## src/rtl/core/fba_pkg.sv

```systemverilog
// Shared constants, types and helper functions for the frame bitmap allocator.
// Depends on nothing; every other file of the block but fba_ram imports it.
package fba_pkg;

   localparam int FRAME_COUNT = 65536;
   localparam int PAGE_SHIFT  = 12;

   localparam int WORD_BITS = 64;
   localparam int BIT_W     = $clog2(WORD_BITS);
   localparam int MAP_WORDS = (FRAME_COUNT + WORD_BITS - 1) / WORD_BITS;
   localparam int WORD_AW   = (MAP_WORDS > 1) ? $clog2(MAP_WORDS) : 1;
   localparam int FRAME_W   = $clog2(FRAME_COUNT);

   localparam int FUNC_W  = 2;
   localparam int REL_W   = 48;
   localparam int ADDR_W  = 28;
   localparam int COUNT_W = 18;
   localparam int RANGE_W = 17;
   localparam int KERN_W  = 17;
   localparam int BASE_W  = 16;
   localparam int REGN_W  = 17;
   localparam int CSR_IDX_W  = 2;
   localparam int CSR_DATA_W = 17;

   // Width wide enough for every frame position compared inside one row.
   localparam int EXT_A = (WORD_AW + BIT_W + 2 > 19) ? WORD_AW + BIT_W + 2 : 19;
   localparam int EXT_W = (FRAME_W + 2 > EXT_A) ? FRAME_W + 2 : EXT_A;

   typedef enum logic [FUNC_W-1:0] {
      FUNC_INIT  = 2'd0,
      FUNC_ALLOC = 2'd1,
      FUNC_FREE  = 2'd2,
      FUNC_NONE  = 2'd3
   } func_type;

   typedef enum logic [CSR_IDX_W-1:0] {
      CSR_FRAMES_IN_USE = 2'd0,
      CSR_KERNEL_FRAMES = 2'd1,
      CSR_REGION_BASE   = 2'd2,
      CSR_REGION_FRAMES = 2'd3
   } csr_index_type;

   typedef struct packed {
      logic [RANGE_W-1:0] frames_in_use_range;
      logic [KERN_W-1:0]  kernel_frames;
      logic [BASE_W-1:0]  map_region_base;
      logic [REGN_W-1:0]  map_region_frames;
   } cfg_type;

   typedef struct packed {
      logic                 hit;
      logic                 last;
      logic [WORD_BITS-1:0] free_vec;
   } scan_type;

   // Bits of the row starting at frame lo whose frame index lies below n.
   function automatic logic [WORD_BITS-1:0] below_mask(input logic [EXT_W-1:0] n,
                                                       input logic [EXT_W-1:0] lo);
      logic [EXT_W-1:0]     d;
      logic [WORD_BITS-1:0] m;
      d = n - lo;
      if (n <= lo) begin
         m = '0;
      end else if (d >= EXT_W'(WORD_BITS)) begin
         m = '1;
      end else begin
         m = ~({WORD_BITS{1'b1}} << d[BIT_W-1:0]);
      end
      return m;
   endfunction

endpackage

```

## src/rtl/core/fba_scan.sv

```systemverilog
// Examines one map row during an allocation scan: free frames below the limit.
// Depends on fba_pkg for the row mask helper and the scan result struct.
module fba_scan
   import fba_pkg::*;
(
   input  logic [WORD_BITS-1:0] row_data,
   input  logic [WORD_AW-1:0]   row,
   input  logic [EXT_W-1:0]     limit,
   output scan_type             scan
);

   logic [EXT_W-1:0] row_lo;

   always_comb begin
      row_lo        = EXT_W'(row) << BIT_W;
      scan.free_vec = ~row_data & below_mask(limit, row_lo);
      scan.hit      = (scan.free_vec != '0);
      // This is the final row that holds any managed frame.
      scan.last     = ((row_lo + EXT_W'(WORD_BITS)) >= limit);
   end

endmodule
```

## config.mk

```make
export PLATFORM = sky130hd
export DESIGN_NAME = fba_scan
export DESIGN_NICKNAME = d
export VERILOG_FILES = /design/src/rtl/core/fba_pkg.sv /design/src/rtl/core/fba_scan.sv
export SDC_FILE = /design/constraint.sdc
export NUM_CORES = 1
export LEC_CHECK = 0
export BUFFER_PORTS_ARGS = -buffer_cell sky130_fd_sc_hd__buf_2
export CAP_MARGIN = 20
export CORE_MARGIN = 2
export CORE_UTILIZATION = 45
export DETAILED_ROUTE_END_ITERATION = 7
export MAX_ROUTING_LAYER = met4
export PLACE_DENSITY = 0.82
export REMOVE_ABC_BUFFERS = 1
export SLEW_MARGIN = 30
export SYNTH_ARGS = -nofsm -noshare
export SYNTH_HDL_FRONTEND = slang
export SYNTH_SLANG_ARGS = --single-unit
```

## constraint.sdc

```tcl
create_clock -name vclk -period 4.4
set_input_delay 0.44 -clock vclk [all_inputs]
set_output_delay 0.44 -clock vclk [all_outputs]
set_load 0.005 [all_outputs]
```

Word-level counts from Yosys, hierarchy flattened
Cells that the tools add are included.
- add/sub/neg operators: 2
- multiply operators: 0
- divide/modulo/power cells: 0
- order comparisons: 3
- eq/ne operators: 0
- shift operators: 1
- multiplexer cells: 2
- bitwise gates (word level): 3
- reductions and logical operators: 1
- operators by type and width (cell ; count):
    $mux 64 ; 2
    $not 64->64 ; 2
    $and 64x64->64 ; 1
    $reduce_bool 64->1 ; 1
    $shl 64x6->64 const A ; 1
    $ge 17x19->1 ; 1
    $ge 19x7->1 const B ; 1
    $le 19x16->1 ; 1
    $sub 19x16->19 ; 1
    $add 16x7->17 const B ; 1
- register bits after elaboration: 0
- bits in latches: 0
- memory bits (writable): 0
- bits in read-only memories: 0
- output and inout port bits: 66
- word-level logic and storage cells: 12
- memories kept: 0

Logic depth before layout (Yosys ltp)
Gate-level depths: netlist of the first run.
- word-level depth: 7
- gate-level depth with buffers: 15
- gate-level depth less buffers: 13

Worst setup path before layout of the first run
No wires, ideal clock.
- path kind: input-to-output
- start: input port limit[6]
- end: output port scan[65] (netlist name)
- data arrival time: 3.586 ns
- path slack: 0.374 ns
- stages: 14
- cell sequence: inv_1 > ha_1 > fa_1 > nand2b_1 > a211oi_1 > o21ai_0 > mux2_1 > o21a_1 > clkbuf_1 > o41ai_1 > o21ai_1 > nor4_1 > a31oi_1 > or3_1
- RTL lines (element ; RTL line ; text):
    from (decl) ; fba_scan.sv:8 ; input logic [EXT_W-1:0] limit,
    to (decl) ; fba_scan.sv:9 ; output scan_type scan

==> results of run 1 <==
[worst max-delay path by stage]
stage                         from        to  slack (ps)  depth (start not counted)
after floorplan             row[2]  scan[65]        -850                         12
after global placement    limit[6]  scan[65]        -200                         16
after detailed placement  limit[6]  scan[65]        -230                         17
after CTS                 limit[6]  scan[65]           5                         19
after global routing      limit[6]  scan[65]        -130                         18
final                     limit[6]  scan[65]         -20                         18
[cells by family after synthesis]
family | Yosys count | share of synthesized area
buffers and inverters | 64 | 0.0954
adders and majority gates | 23 | 0.108
xor gates and xnor gates | 12 | 0.0385
and+or+nand+nor | 172 | 0.330
AOI/OAI and AO/OA | 169 | 0.424
muxes | 1 | 0.00413
[cell usage after synthesis, types with 4 or more instances]
master,instances,share of area
inv_1,31,0.043
or3_1,5,0.011
a31oi_1,5,0.011
a21o_1,9,0.025
nand4_1,9,0.021
nand2_1,41,0.056
xnor2_1,7,0.022
nor4_1,10,0.023
and2_1,7,0.016
ha_1,22,0.10
nor2_1,45,0.062
a22oi_1,5,0.014
o22ai_1,6,0.014
a21oi_1,24,0.044
xor2_1,5,0.016
buf_2,4,0.0073
nor2b_1,11,0.025
clkbuf_1,26,0.036
nand3_1,13,0.024
o41ai_1,8,0.026
a211oi_1,52,0.14
nor3_1,12,0.022
o21ai_0,34,0.062
[through the flow]
step / util / cells
finish: 0.731 / 708
floorplan: - / 408
detailed placement: 0.669 / 698
global route: 0.731 / 708
CTS: 0.703 / 703
global placement: 0.669 / 698
[power breakdown]
group	total (W)	leakage (nW)	switching [W]	internal, W
sequential	0	0	0	0
combinational	0.000488	2.03	0.000280	0.000208
clock	0	0	0	0
total	0.000488	2.03	0.000280	0.000208
[final cells by class]
cell class                      instances  area [µm²]
Multi-Input combinational cell        380        2730
Fill cell                             516        1580
Timing Repair Buffer                  222        1360
Inverter                               31         116
Tap cell                               75        93.8
[what timing repair did]
action	in CTS	in global routing
pin swaps	13	7
endpoints found under the setup margin	1	1
cloned	3	1
resized for setup	21	20
setup buffers	2	4
[worst max-delay path: cells and delay by family]
family,cells,cell delay (ps)
AOI/OAI and AO/OA,4,880
buffers and inverters,6,760
adders and majority gates,2,550
xor gates and xnor gates,1,140
and+or+nand+nor,5,1190
[layer usage]
metal | wire length (µm) | global-route usage | share of wire
met1 | 4670 | 0.392 | 0.34
met2 | 6700 | 0.668 | 0.49
met3 | 1490 | 0.0242 | 0.11
met4 | 826 | 0.195 | 0.060
met5 | 0 | - | 0
==> results.toml, run 1 <==
[run_status]
status = "finished with violations"
violations = "setup timing"

[layout]
antenna_cells = 0
drive_gt1_frac = 0.412
layout_commonest_cell = "buf_2"
nClkBuffers = 0
area_delta_synth_final_pct = 57.7
design.seq.count = 0
layout_common_cells = "buf_2, buf_4, a211oi_1"
stdcell_area_um2 = 4300
finalNetCount = 751
seq_area_um2 = 0

[pwr]
power_w = 0.000488
p_per_area_nw_per_um2 = 113
power.leakage_nw = 2.03
ir_drop_uv = 74.7

[timing]
grt_setup_unrepaired = "yes"
layout_min_cycle_time_ps = 4420
hold_viol_final = 0
setup-tns-final_ps = -18.1
setup_ws_ps = -18.1
maxSlewHeadroom = 0.413
max_freq_ghz = 0.226
tightestPinTransition_ps = 872
setup_violations = 1
drv_slew = 0
fin_hold_ws_ps = 1120
fin_crit_sh = 1.00

[worst_setup_path]
critical_path_arrival_ps = 3980
path_max_fanout = 5
crit_chain = "buf_2, inv_1, ha_1, fa_2, buf_4, xor2_1, nand4b_1, a211o_1, nor4_4, nand4_4, buf_6, o41ai_4, o21ai_1, nor4_1, buf_4, a31oi_1, or3_1, buf_2"
crit_slowest_cell = "fa_2"
cpPeakStageDelay_ps = 350
cp.required_ps = 3960
crit_type = "input pin to primary output"
cp-end-kind = "primary output"
worstSetupStartpointType = "input pin"

[placed_design]
place_ws_ps = -235
place_congestion = 1.04
dp_hpwl_um = 10100
dpl_cell_area_um2 = 3940
port_buffers = 159

[drt]
wirelength_um = 13700
wl_per_cell_um = 19.3
drc_errors = 0
drtIter0Drc = 692
ant_nets = 0
viasPerCell = 6.58
firstDrtPassIters = 6
vias = 4656

[cts]
cts_hold_buf = 0

[synthesis]
synthCells = 441
ys_types = 55
ys_seq_area_frac = 0
syn_area_um2 = 2730
avgSynthCellArea_um2 = 6.19
synth_warnings = 0

[floorplan]
die-area_um2 = 6700
die_w_um = 81.9
fp-row-count = 28
io_pins = 159
die_h_um = 81.9
core_area_um2 = 5890
start_util = 0.464

[grt]
grt_overflow = 0
grt_pass1_vias = 4036
track_usage = 0.366
grt_pass1_wl_um = 18800
antenna_found_initial = 0
grt_max_degree = 30

[min_path]
holdPathEnd = "scan[14]"
worstHoldPathCells = 3
hp-start = "row_data[14]"
hold_class = "input pin to primary output"

[job]
max_cap_violations = 0
Note: power is estimated with default switching activity, not from simulation.
==> inputs of run 2 (changes only) <==
- clock period: 4.4 -> 4.25 ns (I/O delays scaled with it)
==> results.toml, run 2 (synthesis gave the netlist of run 1 again) <==
[layout]
stdcell_area_um2 = 4520
design.seq.count = 0
finalNetCount = 781
layout_common_cells = "buf_2, buf_4, a211oi_1"
area_delta_synth_final_pct = 65.8
drive_gt1_frac = 0.442
fin_util = 0.769
n_fill_cell = 473
layout_commonest_cell = "buf_2"
fin_cells = 738
seq_area_um2 = 0
multi_input_area_um2 = 2700
nClkBuffers = 0
antenna_cells = 0

[floorplan]
fp-row-count = 28
core_area_um2 = 5890
io_pins = 159
die_w_um = 81.9
die-area_um2 = 6700
die_h_um = 81.9
start_util = 0.464

[timing]
layout_min_cycle_time_ps = 4390
setup_violations = 1
fin_crit_sh = 1.03
drv_slew = 0
grt_setup_unrepaired = "yes"
maxSlewHeadroom = 0.464
tightestPinTransition_ps = 796
hold_viol_final = 0
max_freq_ghz = 0.228
setup_ws_ps = -141

[grt]
grt_pass1_vias = 4437
grt_pass1_wl_um = 20100
grt_overflow = 0
antenna_found_initial = 0
grt_max_degree = 35
track_usage = 0.386

[placed_design]
place_congestion = 1.04
port_buffers = 159
place_ws_ps = -334
dp_hpwl_um = 10200
place_inst = 719
dpl_cell_area_um2 = 4090

[cts]
cts_hold_buf = 0

[worst_setup_path]
crit_chain = "buf_6, inv_2, ha_4, fa_2, buf_6, xor2_2, nand4b_1, a211o_1, nor4_4, buf_4, nand4_4, buf_12, buf_6, o41ai_4, nand4_1, nor4_1, buf_4, a31oi_1, or3_1, buf_2"
crit_top_cell = "buf_6"
worstSetupStartpointType = "input pin"
cp-end-kind = "primary output"
cp.required_ps = 3830
crit_slowest_cell = "fa_2"
crit_type = "input pin to primary output"
critical_path_arrival_ps = 3970
path_max_fanout = 5
cpPeakStageDelay_ps = 350

[drt]
drc_errors = 0
ant_nets = 0
drtIter0Drc = 727
firstDrtPassIters = 6
wirelength_um = 13400
vias = 4834
wl_per_cell_um = 18.2
viasPerCell = 6.55

[pwr]
power.leakage_nw = 2.19
ir_drop_uv = 66.2
p_per_area_nw_per_um2 = 114
power_w = 0.000514

[job]
max_cap_violations = 0

[min_path]
hold_class = "input pin to primary output"

[run_status]
status = "finished with violations"
violations = "setup timing"
run 2: cell types whose count changed in the layout (fill, tap and decap cells not counted), sizes merged:
cell,before,now
nor2,46,45
buf,221,252
clkbuf,0,2
o21a,2,1
bufbuf,1,0
run 2: through the flow:
stage / hold WS, ps / TNS [ps]
2_1_floorplan: 880 / -1810
3_3_place_gp: 1090 / -303
3_5_place_dp: 1090 / -334
4_1_cts: 1090 / -13.7
5_1_grt: 1110 / -268
6_report: 1090 / -141
run 2: path summary, 6_finish.rpt:
| path | depth (start not counted) | from | end | slack [ps] |
|---|---|---|---|---|
| worst max-delay path | 20 | limit[6] | scan[65] | -140 |
| worst min-delay path | 3 | row_data[44] | scan[44] | 1090 |
run 2: worst max-delay path, delay by kind of cell:
kind	cells	cell delay, ps
AO/OA/AOI/OAI	3	740
XOR/XNOR	1	120
adder cells (fa/ha/maj)	2	500
buffers and inverters	8	1020
AND/OR/NAND/NOR	6	1150
run 2: final cells by class:
type               count  area share
multi-input cells    378       0.597
repair buffers       254       0.356
well taps             75      0.0207
inverters             31      0.0257
run 2: power by group:
| group | internal [W] | total [W] | leakage [nW] | switching [W] |
|---|---|---|---|---|
| clock network | 0 | 0 | 0 | 0 |
| registers | 0 | 0 | 0 | 0 |
| logic | 0.000230 | 0.000514 | 2.19 | 0.000284 |
run 2: routing by layer:
layer / GRT usage / vias up / routed length (µm)
met2: 0.665 / 422 / 6500
met1: 0.402 / 2164 / 4520
met4: 0.242 / 0 / 987
met3: 0.0747 / 128 / 1420
met5: - / - / 0
li1: - / 2120 / -
run 2: repair_timing:
item                                    CTS  global route
gates resized for setup                  32            12
buffers inserted                          8             8
pin swaps                                11             9
endpoints found under the setup margin    1             1
gates cloned                              1             2
