File: src/rtl/core/fba_pkg.sv
// Shared constants, types and helper functions for the frame bitmap allocator.
// Depends on nothing; every other file of the block but fba_ram imports it.
package fba_pkg;

   localparam int FRAME_COUNT = 65536;
   localparam int PAGE_SHIFT  = 12;

   localparam int WORD_BITS = 64;
   localparam int BIT_W     = $clog2(WORD_BITS);
   localparam int MAP_WORDS = (FRAME_COUNT + WORD_BITS - 1) / WORD_BITS;
   localparam int WORD_AW   = (MAP_WORDS > 1) ? $clog2(MAP_WORDS) : 1;
   localparam int FRAME_W   = $clog2(FRAME_COUNT);

   localparam int FUNC_W  = 2;
   localparam int REL_W   = 48;
   localparam int ADDR_W  = 28;
   localparam int COUNT_W = 18;
   localparam int RANGE_W = 17;
   localparam int KERN_W  = 17;
   localparam int BASE_W  = 16;
   localparam int REGN_W  = 17;
   localparam int CSR_IDX_W  = 2;
   localparam int CSR_DATA_W = 17;

   // Width wide enough for every frame position compared inside one row.
   localparam int EXT_A = (WORD_AW + BIT_W + 2 > 19) ? WORD_AW + BIT_W + 2 : 19;
   localparam int EXT_W = (FRAME_W + 2 > EXT_A) ? FRAME_W + 2 : EXT_A;

   typedef enum logic [FUNC_W-1:0] {
      FUNC_INIT  = 2'd0,
      FUNC_ALLOC = 2'd1,
      FUNC_FREE  = 2'd2,
      FUNC_NONE  = 2'd3
   } func_type;

   typedef enum logic [CSR_IDX_W-1:0] {
      CSR_FRAMES_IN_USE = 2'd0,
      CSR_KERNEL_FRAMES = 2'd1,
      CSR_REGION_BASE   = 2'd2,
      CSR_REGION_FRAMES = 2'd3
   } csr_index_type;

   typedef struct packed {
      logic [RANGE_W-1:0] frames_in_use_range;
      logic [KERN_W-1:0]  kernel_frames;
      logic [BASE_W-1:0]  map_region_base;
      logic [REGN_W-1:0]  map_region_frames;
   } cfg_type;

   typedef struct packed {
      logic                 hit;
      logic                 last;
      logic [WORD_BITS-1:0] free_vec;
   } scan_type;

   // Bits of the row starting at frame lo whose frame index lies below n.
   function automatic logic [WORD_BITS-1:0] below_mask(input logic [EXT_W-1:0] n,
                                                       input logic [EXT_W-1:0] lo);
      logic [EXT_W-1:0]     d;
      logic [WORD_BITS-1:0] m;
      d = n - lo;
      if (n <= lo) begin
         m = '0;
      end else if (d >= EXT_W'(WORD_BITS)) begin
         m = '1;
      end else begin
         m = ~({WORD_BITS{1'b1}} << d[BIT_W-1:0]);
      end
      return m;
   endfunction

endpackage

File: src/rtl/core/fba_reserve_mask.sv
// Builds the contents of one map row as written by the init sweep.
// Depends on fba_pkg for the configuration struct and row mask helper.
module fba_reserve_mask
   import fba_pkg::*;
(
   input  cfg_type              cfg,
   input  logic [WORD_AW-1:0]   row,
   input  logic                 clear_only,
   output logic [WORD_BITS-1:0] row_data
);

   logic [EXT_W-1:0]     row_lo;
   logic [EXT_W-1:0]     region_lo;
   logic [EXT_W-1:0]     region_end;
   logic [WORD_BITS-1:0] kernel_bits;
   logic [WORD_BITS-1:0] region_bits;

   always_comb begin
      row_lo      = EXT_W'(row) << BIT_W;
      region_lo   = EXT_W'(cfg.map_region_base);
      region_end  = EXT_W'(cfg.map_region_base) + EXT_W'(cfg.map_region_frames);
      kernel_bits = below_mask(EXT_W'(cfg.kernel_frames), row_lo);
      region_bits = below_mask(region_end, row_lo) & ~below_mask(region_lo, row_lo);
      row_data    = clear_only ? '0 : (kernel_bits | region_bits);
   end

endmodule

File: config.mk
export PLATFORM = sky130hd
export DESIGN_NAME = fba_reserve_mask
export DESIGN_NICKNAME = d
export VERILOG_FILES = /design/src/rtl/core/fba_pkg.sv /design/src/rtl/core/fba_reserve_mask.sv
export SDC_FILE = /design/constraint.sdc
export NUM_CORES = 1
export LEC_CHECK = 0
export ABC_AREA = 1
export ABC_CLOCK_PERIOD_IN_PS = 9600
export BUFFER_PORTS_ARGS = -buffer_cell sky130_fd_sc_hd__buf_2
export CORE_MARGIN = 3
export CORE_UTILIZATION = 62
export DETAILED_ROUTE_END_ITERATION = 6
export MAX_ROUTING_LAYER = met4
export PLACE_DENSITY = 0.91
export SYNTH_ARGS = -nofsm -noshare
export SYNTH_HDL_FRONTEND = slang
export SYNTH_SLANG_ARGS = --single-unit
File: constraint.sdc
create_clock -name vclk -period 9.6
set_input_delay 0.48 -clock vclk [all_inputs]
set_output_delay 0.48 -clock vclk [all_outputs]
set_load 0.005 [all_outputs]
Word level (Yosys, flattened, before mapping)
Cells that the tools add are included.
Widths: inputs -> output; s select.
{"block": "classes", "n_addsub": 4, "n_lt_le_gt_ge": 6, "shifts": 3, "n_mux": 7, "bitwise_logic": 6}
{"op": "$mux 64", "n": 7}
{"op": "$not 64->64", "n": 4}
{"op": "$shl 64x6->64 const A", "n": 3}
{"op": "$and 64x64->64", "n": 1}
{"op": "$or 64x64->64", "n": 1}
{"op": "$ge 19x7->1 const B", "n": 3}
{"op": "$sub 18x16->19", "n": 1}
{"op": "$add 16x17->18", "n": 1}
{"op": "$le 18x16->1", "n": 1}
{"op": "$sub 17x16->18", "n": 1}
{"op": "$le 17x16->1", "n": 1}
{"op": "$sub 16x16->17", "n": 1}
{"op": "$le 16x16->1", "n": 1}
{"block": "totals", "register_bits": 0, "in_bits": 78, "out_inout_bits": 64, "elab_cells": 26}

Depth between registers and ports, before layout
Gate-level depths: netlist (run 1).
{"block": "logic_depth", "depth_word": 9, "mapped_depth": 29, "mapped_depth_nobuf": 28}

Worst setup path after synthesis (run 1)
No wires, ideal clock.
{"block": "synth_path", "path_kind": "input -> output", "startpoint": "input port cfg[0] in the netlist's numbering", "endpoint": "output port row_data[51]", "t_arrival_ns": 3.569, "required_ns": 9.120, "path_slack_ns": 5.551, "path_stages": 25, "n_path_buf": 1, "cell_sequence": "ha_1 inv_1 fa_1 inv_1 nand2_1 nand2_1 nand3_1 a21oi_1 nor2_1 o21bai_1 xor2_1 ha_1 nand2_1 inv_1 a21oi_1 nand3_1 a21oi_2 inv_1 a21oi_4 inv_4 nand2_4 inv_2 buf_6 nand3_1 a21oi_1"}
{"block": "synth_between", "elab_chain_len": 9, "word_cells_on_any_way": 11, "classes_between": "2 x add/sub; 2 x order compare; 1 x shift; 3 x mux; 3 x bitwise"}
{"element": "start, declared", "line_no": "fba_reserve_mask.sv:6", "rtl": "input cfg_type cfg,"}
{"element": "$add 16x17->18 *", "line_no": "fba_reserve_mask.sv:21", "rtl": "region_end = EXT_W'(cfg.map_region_base) + EXT_W'(cfg.map_region_frames);"}
{"element": "parallel branches: the longest is 4 deep, another holds $sub 18x16->19"}
{"element": "$mux 64 *", "line_no": "fba_pkg.sv:62", "rtl": "if (n <= lo) begin"}
{"element": "$and 64x64->64 *", "line_no": "fba_reserve_mask.sv:23", "rtl": "region_bits = below_mask(region_end, row_lo) & ~below_mask(region_lo, row_lo);"}
{"element": "$or 64x64->64 *", "line_no": "fba_reserve_mask.sv:24", "rtl": "row_data = clear_only ? '0 : (kernel_bits | region_bits);"}
{"element": "$mux 64 *", "line_no": "fba_reserve_mask.sv:24"}
{"element": "end, declared", "line_no": "fba_reserve_mask.sv:9", "rtl": "output logic [WORD_BITS-1:0] row_data"}
Every way passes the cells marked *.

Final worst setup path (run 1)
{"block": "layout_path", "startpoint": "input port cfg[17] in the netlist's numbering", "endpoint": "output port row_data[35]"}
{"block": "layout_between", "elab_chain_len": 9, "word_cells_on_any_way": 19, "classes_between": "3 x add/sub; 4 x order compare; 2 x shift; 5 x mux; 5 x bitwise"}
{"element": "parallel branches: the longest is 6 deep, another holds $sub 18x16->19"}
{"element": "$and 64x64->64 *", "line_no": "fba_reserve_mask.sv:23"}
{"element": "$or 64x64->64 *", "line_no": "fba_reserve_mask.sv:24"}
{"element": "$mux 64 *", "line_no": "fba_reserve_mask.sv:24"}
Marked as above.

==> run summary, run 1 <==
Status: finished with violations
Failing checks: design-rule violations
Hold Path Class: in -> out
FP Rows: 34
Wire length per cell: 15.6 um
WP data required: 9.12 ns
Final hold vios: 0
Setup_tns: 0 ns
Cell count after placement: 1,347
DRT met1 WL: 8830 um
Max-cap violation count: 0
Total Wirelength: 21,100 um
Initial antenna violation count: 0
Final instance area: 6380 um^2
Mean Syn Cell Area: 5.01 um^2
Fin crit share: 55.1%
Number of synthesis warnings: 0
Synthesized net count: 1,293
Commonest cells after routing, fill and taps aside: nand2_1 (329), nor2_1 (149), inv_1 (126)
Highest metal used: met4
Post-CTS setup buffer count: 0
Die area: 10,600 um^2
Detail Placement HPWL: 16,700 um
Ratio of cells with drive above 1 in the final layout: 15.5%
Ranking of synthesized cells by area: nand2_1 (21%), ha_1 (9.9%), nor2_1 (9.6%)
Max IR drop VDD: 0.0693 mV
Seq/Total Area, Yosys: 0%
# DRC: 23
Dominant cell type by area after synthesis: nand2_1
Vias in the first global route: 6,691
Register area: 0 um^2
Total chip power: 0.562 mW
Leading cell type in the layout, fill and taps excluded: nand2_1
Total GRT Usage: 38.4%
Final Wtd Congestion: 1.09
Slew Limit Fails: 0
Routed wl met3: 2910 um
CTS resizes: 0
Arr. time, crit path: 4.81 ns
Worst relative slew slack: 27.1%
Distinct cell type count after synthesis: 45
Startpoint Class: input port
Crit path time final: 5.29 ns
Pwr/cell area: 88.2 nW/um^2
Static Leak: 3.43 nW
Final setup viols: 0
Routed vias: 8,098
CLK BUF: 0
Actual slew at the worst max-slew pin: 1.09 ns
CP Capture Type: primary output
Global-route wire length before repair: 32,300 um
# diodes: 0
Final core occ: 71.4%
RSZ-0062 raised after global routing: false
CTS Hold Bufs: 0
Total grt overflow: 0
Layout Nets: 1,369
IO Port Bufs: 125
Vias per cell: 6.01
ANT nets after route: 0
Maximum clock rate: 189 MHz
Largest net degree at the start of global routing: 65
Worst Path Max Fanout: 16
Syn Inst Count: 1,165
Core Area: 8930 um^2
I/O pins: 142
Sequential cell count: 0
Starting Density: 65.4%
Chip width: 103 um
Routed wl met2: 8820 um
Mapped cell area: 5840 um^2
Top cell type's share of synthesized area: 21.2%
DP Area: 6380 um^2
Area growth syn-to-layout: 9.22%
Drt pass-1 iters: 7
Final Non-Filler Cells: 1,347
Die Ht: 103 um
Initial DRC count: 911
Critical path class: in -> out
## critical path, cell delays in order
cell      delay, ns
buf_2          0.16
ha_1           0.25
inv_1          0.08
fa_1           0.39
inv_1          0.08
nand2_1        0.09
nand2_1        0.08
nand3_1        0.12
a21oi_1        0.24
nor2_1         0.10
o21bai_1       0.16
xor2_1         0.17
ha_1           0.29
nand2_1        0.11
inv_1          0.04
a21oi_1        0.18
nand3_1        0.14
a21oi_2        0.24
a21oi_2        0.11
nor2_2         0.63
o211ai_1       0.20
nand3_1        0.21
a21oi_1        0.08
buf_2          0.18
## stage by stage
step	hold WS, ns	worst slack, ns
3_5_place_dp	1.44	4.47
5_1_grt	1.50	3.99
3_3_place_gp	1.43	4.46
4_1_cts	1.44	4.44
2_1_floorplan	1.16	5.55
6_report	1.45	4.31
## synth_stat cells, types with 5 or more instances
cell and number:
nand2_1 329, nand3_1 102, o21ai_1 5, xnor2_1 7
buf_2 10, clkbuf_1 39, nand3_2 11, ha_1 46
inv_2 12, nand3b_1 13, o21ai_0 102, inv_1 126
nor2_2 10, nor2_1 149, nand4_1 21, nand2_2 7
o211ai_1 6, a21oi_1 98, a21oi_2 9, xor2_1 15
## report_power, final
| group | leakage, nW | total (mW) | internal [mW] | switching, mW |
|---|---|---|---|---|
| clock | 0 | 0 | 0 | 0 |
| sequential | 0 | 0 | 0 | 0 |
| combinational | 3.43 | 0.562 | 0.179 | 0.383 |
## final cells by class
type / instances / area [um^2]
multi-input combinational: 969 / 5060
tap: 108 / 135
fill: 879 / 2560
timing repair buffer: 128 / 648
inverter: 142 / 536
## metal layers
metal | vias up | track usage, %
li1 | 3956 | -
met4 | 0 | 6.57
met3 | 56 | 6.36
met2 | 509 | 56.1
met5 | - | -
met1 | 3577 | 55.9
## final timing paths
path	start	endpoint	slack, ns	cells past startpoint
hold / removal	cfg[38]	row_data[31]	1.45	4
setup / recovery	cfg[17]	row_data[35]	4.31	24
## cell families after synthesis
group / share of synthesized area, %
AOI/OAI and AO/OA: 21.3
xor gates and xnor gates: 3.30
adders and majority gates: 11.2
buffers and inverters: 13.4
and+or+nand+nor: 50.8
No activity file was read; power rests on OpenSTA's default activity.
==> inputs of run 2 (changes only) <==
Settings changed: ABC_CLOCK_PERIOD_IN_PS 9600 to 5210, CORE_UTILIZATION 62 to 58, PLACE_DENSITY 0.91 to 0.86.
Clock period 9.6 ns to 5.21 ns, I/O delays scaled along.
==> run 2 against run 1 <==
Net effect:
- the flow now finishes without violations
- sequential cell count is the same
- die area grew 6.5%
- first-iteration DRC count grew 23%
- hold slack lost 0.46 ns
- setup slack lost 3.8 ns
- sequential share of layout area is the same
- via count shrank 1.0%
- cell area grew 1.0%
- critical path depth is the same
- count of clock-buffer cells in the layout is the same
- critical path type unchanged
- critical endpoint is now row_data[37]
- largest cell class unchanged
- largest power group unchanged
==> run summary, run 2 (synthesized netlist as in run 1, its figures left out) <==
# DRC: 0 (was 23)
Final Wtd Congestion: 1.07 (was 1.09)
Ratio of cells with drive above 1 in the final layout: 15.8% (was 15.5%)
Cell count after placement: 1,373 (was 1,347)
Hold slack final: 0.987 ns (was 1.45 ns)
# diodes: 0 (unchanged)
Final setup viols: 0 (unchanged)
Max IR drop VDD: 0.112 mV (was 0.0693 mV)
Drt pass-1 iters: 7 (unchanged)
Vias in the first global route: 6,705 (was 6,691)
Largest net degree at the start of global routing: 65 (unchanged)
Static Leak: 3.45 nW (was 3.43 nW)
Die Ht: 106 um (was 103 um)
Critical path class: in -> out (unchanged)
Fin crit share: 90.3%
Final Non-Filler Cells: 1,373 (was 1,347)
Vias per cell: 5.84 (was 6.01)
Wire length per cell: 15.5 um (was 15.6 um)
IO Port Bufs: 125 (unchanged)
Global-route wire length before repair: 33,700 um (was 32,300 um)
Layout Nets: 1,374 (was 1,369)
Chip width: 106 um (was 103 um)
WHS Path Cells: 4 (unchanged)
CTS Hold Bufs: 0 (unchanged)
Setup_tns: 0 ns (unchanged)
Register area: 0 um^2 (unchanged)
Slowest CP cell: nor2_2 (unchanged)
Final hold vios: 0 (unchanged)
Max-cap violation count: 0 (unchanged)
Total Wirelength: 21,200 um (was 21,100 um)
ANT nets after route: 0 (unchanged)
Bufs and invs on worst path: 5 (unchanged)
Maximum clock rate: 213 MHz
Sequential cell count: 0 (unchanged)
Startpoint Class: input port (unchanged)
Detail Placement HPWL: 16,900 um (was 16,700 um)
Total chip power: 1.04 mW (was 0.562 mW)
Critical path depth: 24 (unchanged)
WHS Endpoint: row_data[31] (unchanged)
RSZ-0062 raised after global routing: false (unchanged)
Worst Path Max Fanout: 16 (unchanged)
I/O pins: 142 (unchanged)
CTS resizes: 0 (unchanged)
Pwr/cell area: 162 nW/um^2 (was 88.2 nW/um^2)
Min-Delay Startpoint: cfg[38] (unchanged)
CLK BUF: 0 (unchanged)
Post-CTS setup buffer count: 0 (unchanged)
Worst path max stage delay: 0.56 ns (was 0.63 ns)
Worst-path cell chain: buf_2 > ha_1 > inv_1 > fa_1 > inv_1 > nand2_1 > nand2_1 > nand3_1 > a21oi_1 > nor2_1 > o21bai_1 > xor2_1 > ha_1 > nand2_1 > inv_1 > a21oi_1 > nand3_1 > a21oi_2 > a21oi_2 > nor2_2 > o211ai_1 > nand3_1 > a21oi_1 > buf_2 (unchanged)
Status: finished clean (was finished with violations)
Multi-input gate area: 5060 um^2 (unchanged)
Fill cells: 993 (was 879)
CP top delay family: simple AND/OR/NAND/NOR gates (unchanged)
CP Capture Type: primary output (unchanged)
Total grt overflow: 0 (unchanged)
WP data required: 4.95 ns (was 9.12 ns)
Hold Path Class: in -> out (unchanged)
Leading cell type in the layout, fill and taps excluded: nand2_1 (unchanged)
Crit path time final: 4.70 ns
Total GRT Usage: 37.0% (was 38.4%)
Routed vias: 8,013 (was 8,098)
Starting Density: 61.4% (was 65.4%)
Core Area: 9500 um^2 (was 8930 um^2)
Commonest cells after routing, fill and taps aside: nand2_1 (329), nor2_1 (149), inv_1 (126) (unchanged)
FP Rows: 35 (was 34)
Slew Limit Fails: 0 (unchanged)
Initial antenna violation count: 0 (unchanged)
Die area: 11,300 um^2 (was 10,600 um^2)
Arr. time, crit path: 4.44 ns (was 4.81 ns)
Actual slew at the worst max-slew pin: 1.12 ns (was 1.09 ns)
Initial DRC count: 1,122 (was 911)
Area growth syn-to-layout: 10.3% (was 9.22%)
Worst relative slew slack: 25.3% (was 27.1%)
==> run 2: cell types whose count changed in the layout (fill, tap and decap cells not counted), sizes merged <==
| cell | before | now |
|---|---|---|
| buf | 128 | 133 |
==> run 2: layout make-up <==
| type | instances | share of cell area (%) |
|---|---|---|
| inverter | 142 | 8.32 |
| multi-input combinational | 969 | 78.5 |
| tap | 129 | 2.51 |
| timing repair buffer | 133 | 10.6 |
==> run 2: worst min-delay path: stages <==
cell and delay, ns:
buf_2 0.13, o21ai_0 0.11, a21oi_2 0.11, buf_2 0.11
==> run 2: worst max path at each step <==
stage / start / endpoint / slack (ns)
floorplan: cfg[0] / row_data[51] / 1.60
global placement: cfg[17] / row_data[35] / 0.67
detailed placement: cfg[17] / row_data[35] / 0.64
CTS: cfg[17] / row_data[35] / 0.63
global route: cfg[17] / row_data[44] / 0.14
finish: cfg[17] / row_data[37] / 0.51
==> run 2: where the power goes <==
group | switching (mW) | leakage (nW) | internal [mW]
logic | 0.709 | 3.45 | 0.335
registers | 0 | 0 | 0
clock network | 0 | 0 | 0
==> run 2: metal layers <==
layer / GRT usage, % / share of wire [%] / vias up / routed length, um
met4: 4.53 / 1.9 / 0 / 399
met2: 53.6 / 42 / 481 / 8850
met1: 51.9 / 42 / 3533 / 8900
met5: - / 0 / - / 0
met3: 11.3 / 14 / 39 / 3080
li1: - / - / 3960 / -
==> run 2: metrics by stage <==
| stage | utilization (%) | cell area, um^2 | worst slack, ns |
|---|---|---|---|
| after floorplan | - | 5840 | 1.60 |
| final | 67.8 | 6440 | 0.506 |
| after CTS | 67.8 | 6440 | 0.632 |
| after detailed placement | 67.8 | 6440 | 0.642 |
| after global routing | 67.8 | 6440 | 0.144 |
| after global placement | 67.8 | 6440 | 0.672 |
==> inputs of run 3 (changes only) <==
Settings changed: CELL_PAD_IN_SITES_DETAIL_PLACEMENT set to 1, CELL_PAD_IN_SITES_GLOBAL_PLACEMENT set to 1, CORE_UTILIZATION 58 to 37, PLACE_DENSITY 0.86 to unset, PLACE_DENSITY_LB_ADDON set to 0.1.
==> run 3 against run 2 <==
Net effect:
- sequential cell count did not move
- global-route usage down 9.1 points
- critical path type unchanged
- largest power group unchanged
- count of clock-buffer cells in the layout unchanged
- core utilization is 25 points lower
==> run summary, run 3 (synthesized netlist as in run 1, its figures left out) <==
Detail Placement HPWL: 20,600 um (was 16,900 um)
Global-route wire length before repair: 39,100 um (was 33,700 um)
CTS Hold Bufs: 0 (unchanged)
Pwr/cell area: 162 nW/um^2 (about the same)
Final hold vios: 0 (unchanged)
Sequential cell count: 0 (unchanged)
Routed vias: 7,926 (was 8,013)
Total Wirelength: 25,000 um (was 21,200 um)
CLK BUF: 0 (unchanged)
Status: finished clean (unchanged)
IO Port Bufs: 125 (unchanged)
Pint: 0.338 mW (was 0.335 mW)
CP Capture Type: primary output (unchanged)
Routed wl met2: 10,800 um (was 8850 um)
Leading cell type in the layout, fill and taps excluded: nand2_1 (unchanged)
WP data required: 4.95 ns (about the same)
Initial DRC count: 818 (was 1,122)
Chip width: 132 um (was 106 um)
Ratio of cells with drive above 1 in the final layout: 16.0% (was 15.8%)
Psw: 0.729 mW (was 0.709 mW)
CTS resizes: 0 (unchanged)
Fin crit share: 91.3% (was 90.3%)
# DRC: 0 (unchanged)
Post-CTS setup buffer count: 0 (unchanged)
Final instance area: 6570 um^2 (was 6440 um^2)
Vias per cell: 5.44 (was 5.84)
Clock power share: 0% (about the same)
Critical path class: in -> out (unchanged)
Initial antenna violation count: 1 (was 0)
Startpoint Class: input port (unchanged)
Commonest cells after routing, fill and taps aside: nand2_1 (329), nor2_1 (149), inv_1 (126) (unchanged)
Total GRT Usage: 27.9% (was 37.0%)
Final setup viols: 0 (unchanged)
Sequential Power Share: 0% (about the same)
Core Area: 15,300 um^2 (was 9500 um^2)
Worst slack, placed: 0.493 ns (was 0.642 ns)
Max IR drop VDD: 0.0819 mV (was 0.112 mV)
Layout Nets: 1,376 (was 1,374)
Register area: 0 um^2 (unchanged)
Crit path time final: 4.76 ns (was 4.70 ns)
Static Leak: 3.47 nW (was 3.45 nW)
Worst relative slew slack: 21.5% (was 25.3%)
Total chip power: 1.07 mW (was 1.04 mW)
DRT met1 WL: 12,400 um (was 8900 um)
Max-cap violation count: 0 (unchanged)
Drt pass-1 iters: 5 (was 7)
DP Area: 6570 um^2 (was 6440 um^2)
FP Rows: 45 (was 35)
Starting Density: 38.1% (was 61.4%)
Slew Limit Fails: 0 (unchanged)
Worst setup margin: 0.451 ns (was 0.506 ns)
Largest net degree at the start of global routing: 65 (unchanged)
Actual slew at the worst max-slew pin: 1.18 ns (was 1.12 ns)
Die area: 17,300 um^2 (was 11,300 um^2)
ANT nets after route: 0 (unchanged)
Routed wl met3: 1560 um (was 3080 um)
Total grt overflow: 0 (unchanged)
Final Wtd Congestion: 0.963 (was 1.07)
I/O pins: 142 (unchanged)
Highest metal used: met4 (unchanged)
Fill cells: 2,386 (was 993)
Area growth syn-to-layout: 12.6% (was 10.3%)
Multi-input gate area: 5060 um^2 (unchanged)
Worst Path Max Fanout: 19 (was 16)
Die Ht: 132 um (was 106 um)
Wire length per cell: 17.1 um (was 15.5 um)
Comb pwr share: 100.0% (about the same)
Vias in the first global route: 7,382 (was 6,705)
Maximum clock rate: 210 MHz (was 213 MHz)
Arr. time, crit path: 4.50 ns (was 4.44 ns)
Hold Path Class: in -> out (unchanged)
Switch share: 68.3% (was 67.9%)
RSZ-0062 raised after global routing: false (unchanged)
Setup_tns: 0 ns (unchanged)
## run 3: cell count changes in the layout (fill, tap and decap cells not counted), sizes merged
cell / before / now
buf: 133 / 135
diode: 0 / 1
## run 3: worst max-delay path, stage by stage
cell	delay, ns
buf_2	0.17
ha_1	0.26
inv_1	0.07
fa_1	0.38
inv_1	0.09
nand2_1	0.08
nand2_1	0.08
nand3_1	0.16
a21oi_1	0.21
nor2_1	0.08
o21bai_1	0.15
xor2_1	0.17
ha_1	0.29
nand2_1	0.11
inv_1	0.04
a21oi_1	0.19
nand3_1	0.16
a21oi_2	0.26
inv_1	0.11
a21oi_4	0.22
inv_4	0.13
nand3_4	0.25
nor2_1	0.07
nand2_1	0.13
a21oi_1	0.13
buf_2	0.21
## run 3: stage by stage
stage	hold WS (ns)	instances	utilization [%]
6_report	0.997	1458	42.9
5_1_grt	1.06	1458	42.9
4_1_cts	0.999	1457	42.9
3_5_place_dp	0.998	1457	42.9
3_3_place_gp	0.992	1457	42.9
2_1_floorplan	0.720	1165	-
## run 3: area by class of cell
type,count,share of cell area (%)
Inverter,142,8.15
Antenna cell,1,0.0381
Multi-Input combinational cell,969,76.9
Tap cell,211,4.02
Timing Repair Buffer,135,10.9
## run 3: layer usage
metal / global-route usage [%] / vias to the layer above
met5: - / -
met3: 3.10 / 13
met1: 42.1 / 3733
met2: 42.0 / 214
met4: 0.992 / 0
li1: - / 3966
## run 3: power by group through the flow
| stage | logic, mW | clock network [mW] | registers (mW) |
|---|---|---|---|
| 3_5_place_dp | 1.05 | 0 | 0 |
| 5_1_grt | 1.19 | 0.000000130 | 0 |
| 4_1_cts | 1.05 | 0 | 0 |
| 6_report | 1.07 | 0.000000130 | 0 |
| 2_1_floorplan | 0.731 | 0 | 0 |
| 3_3_place_gp | 1.03 | 0 | 0 |
## run 3: final timing paths
| kind | from | endpoint | slack (ns) | cells after the start |
|---|---|---|---|---|
| hold / removal | cfg[38] | row_data[31] | 1.0 | 4 |
| setup / recovery | cfg[17] | row_data[4] | 0.45 | 26 |
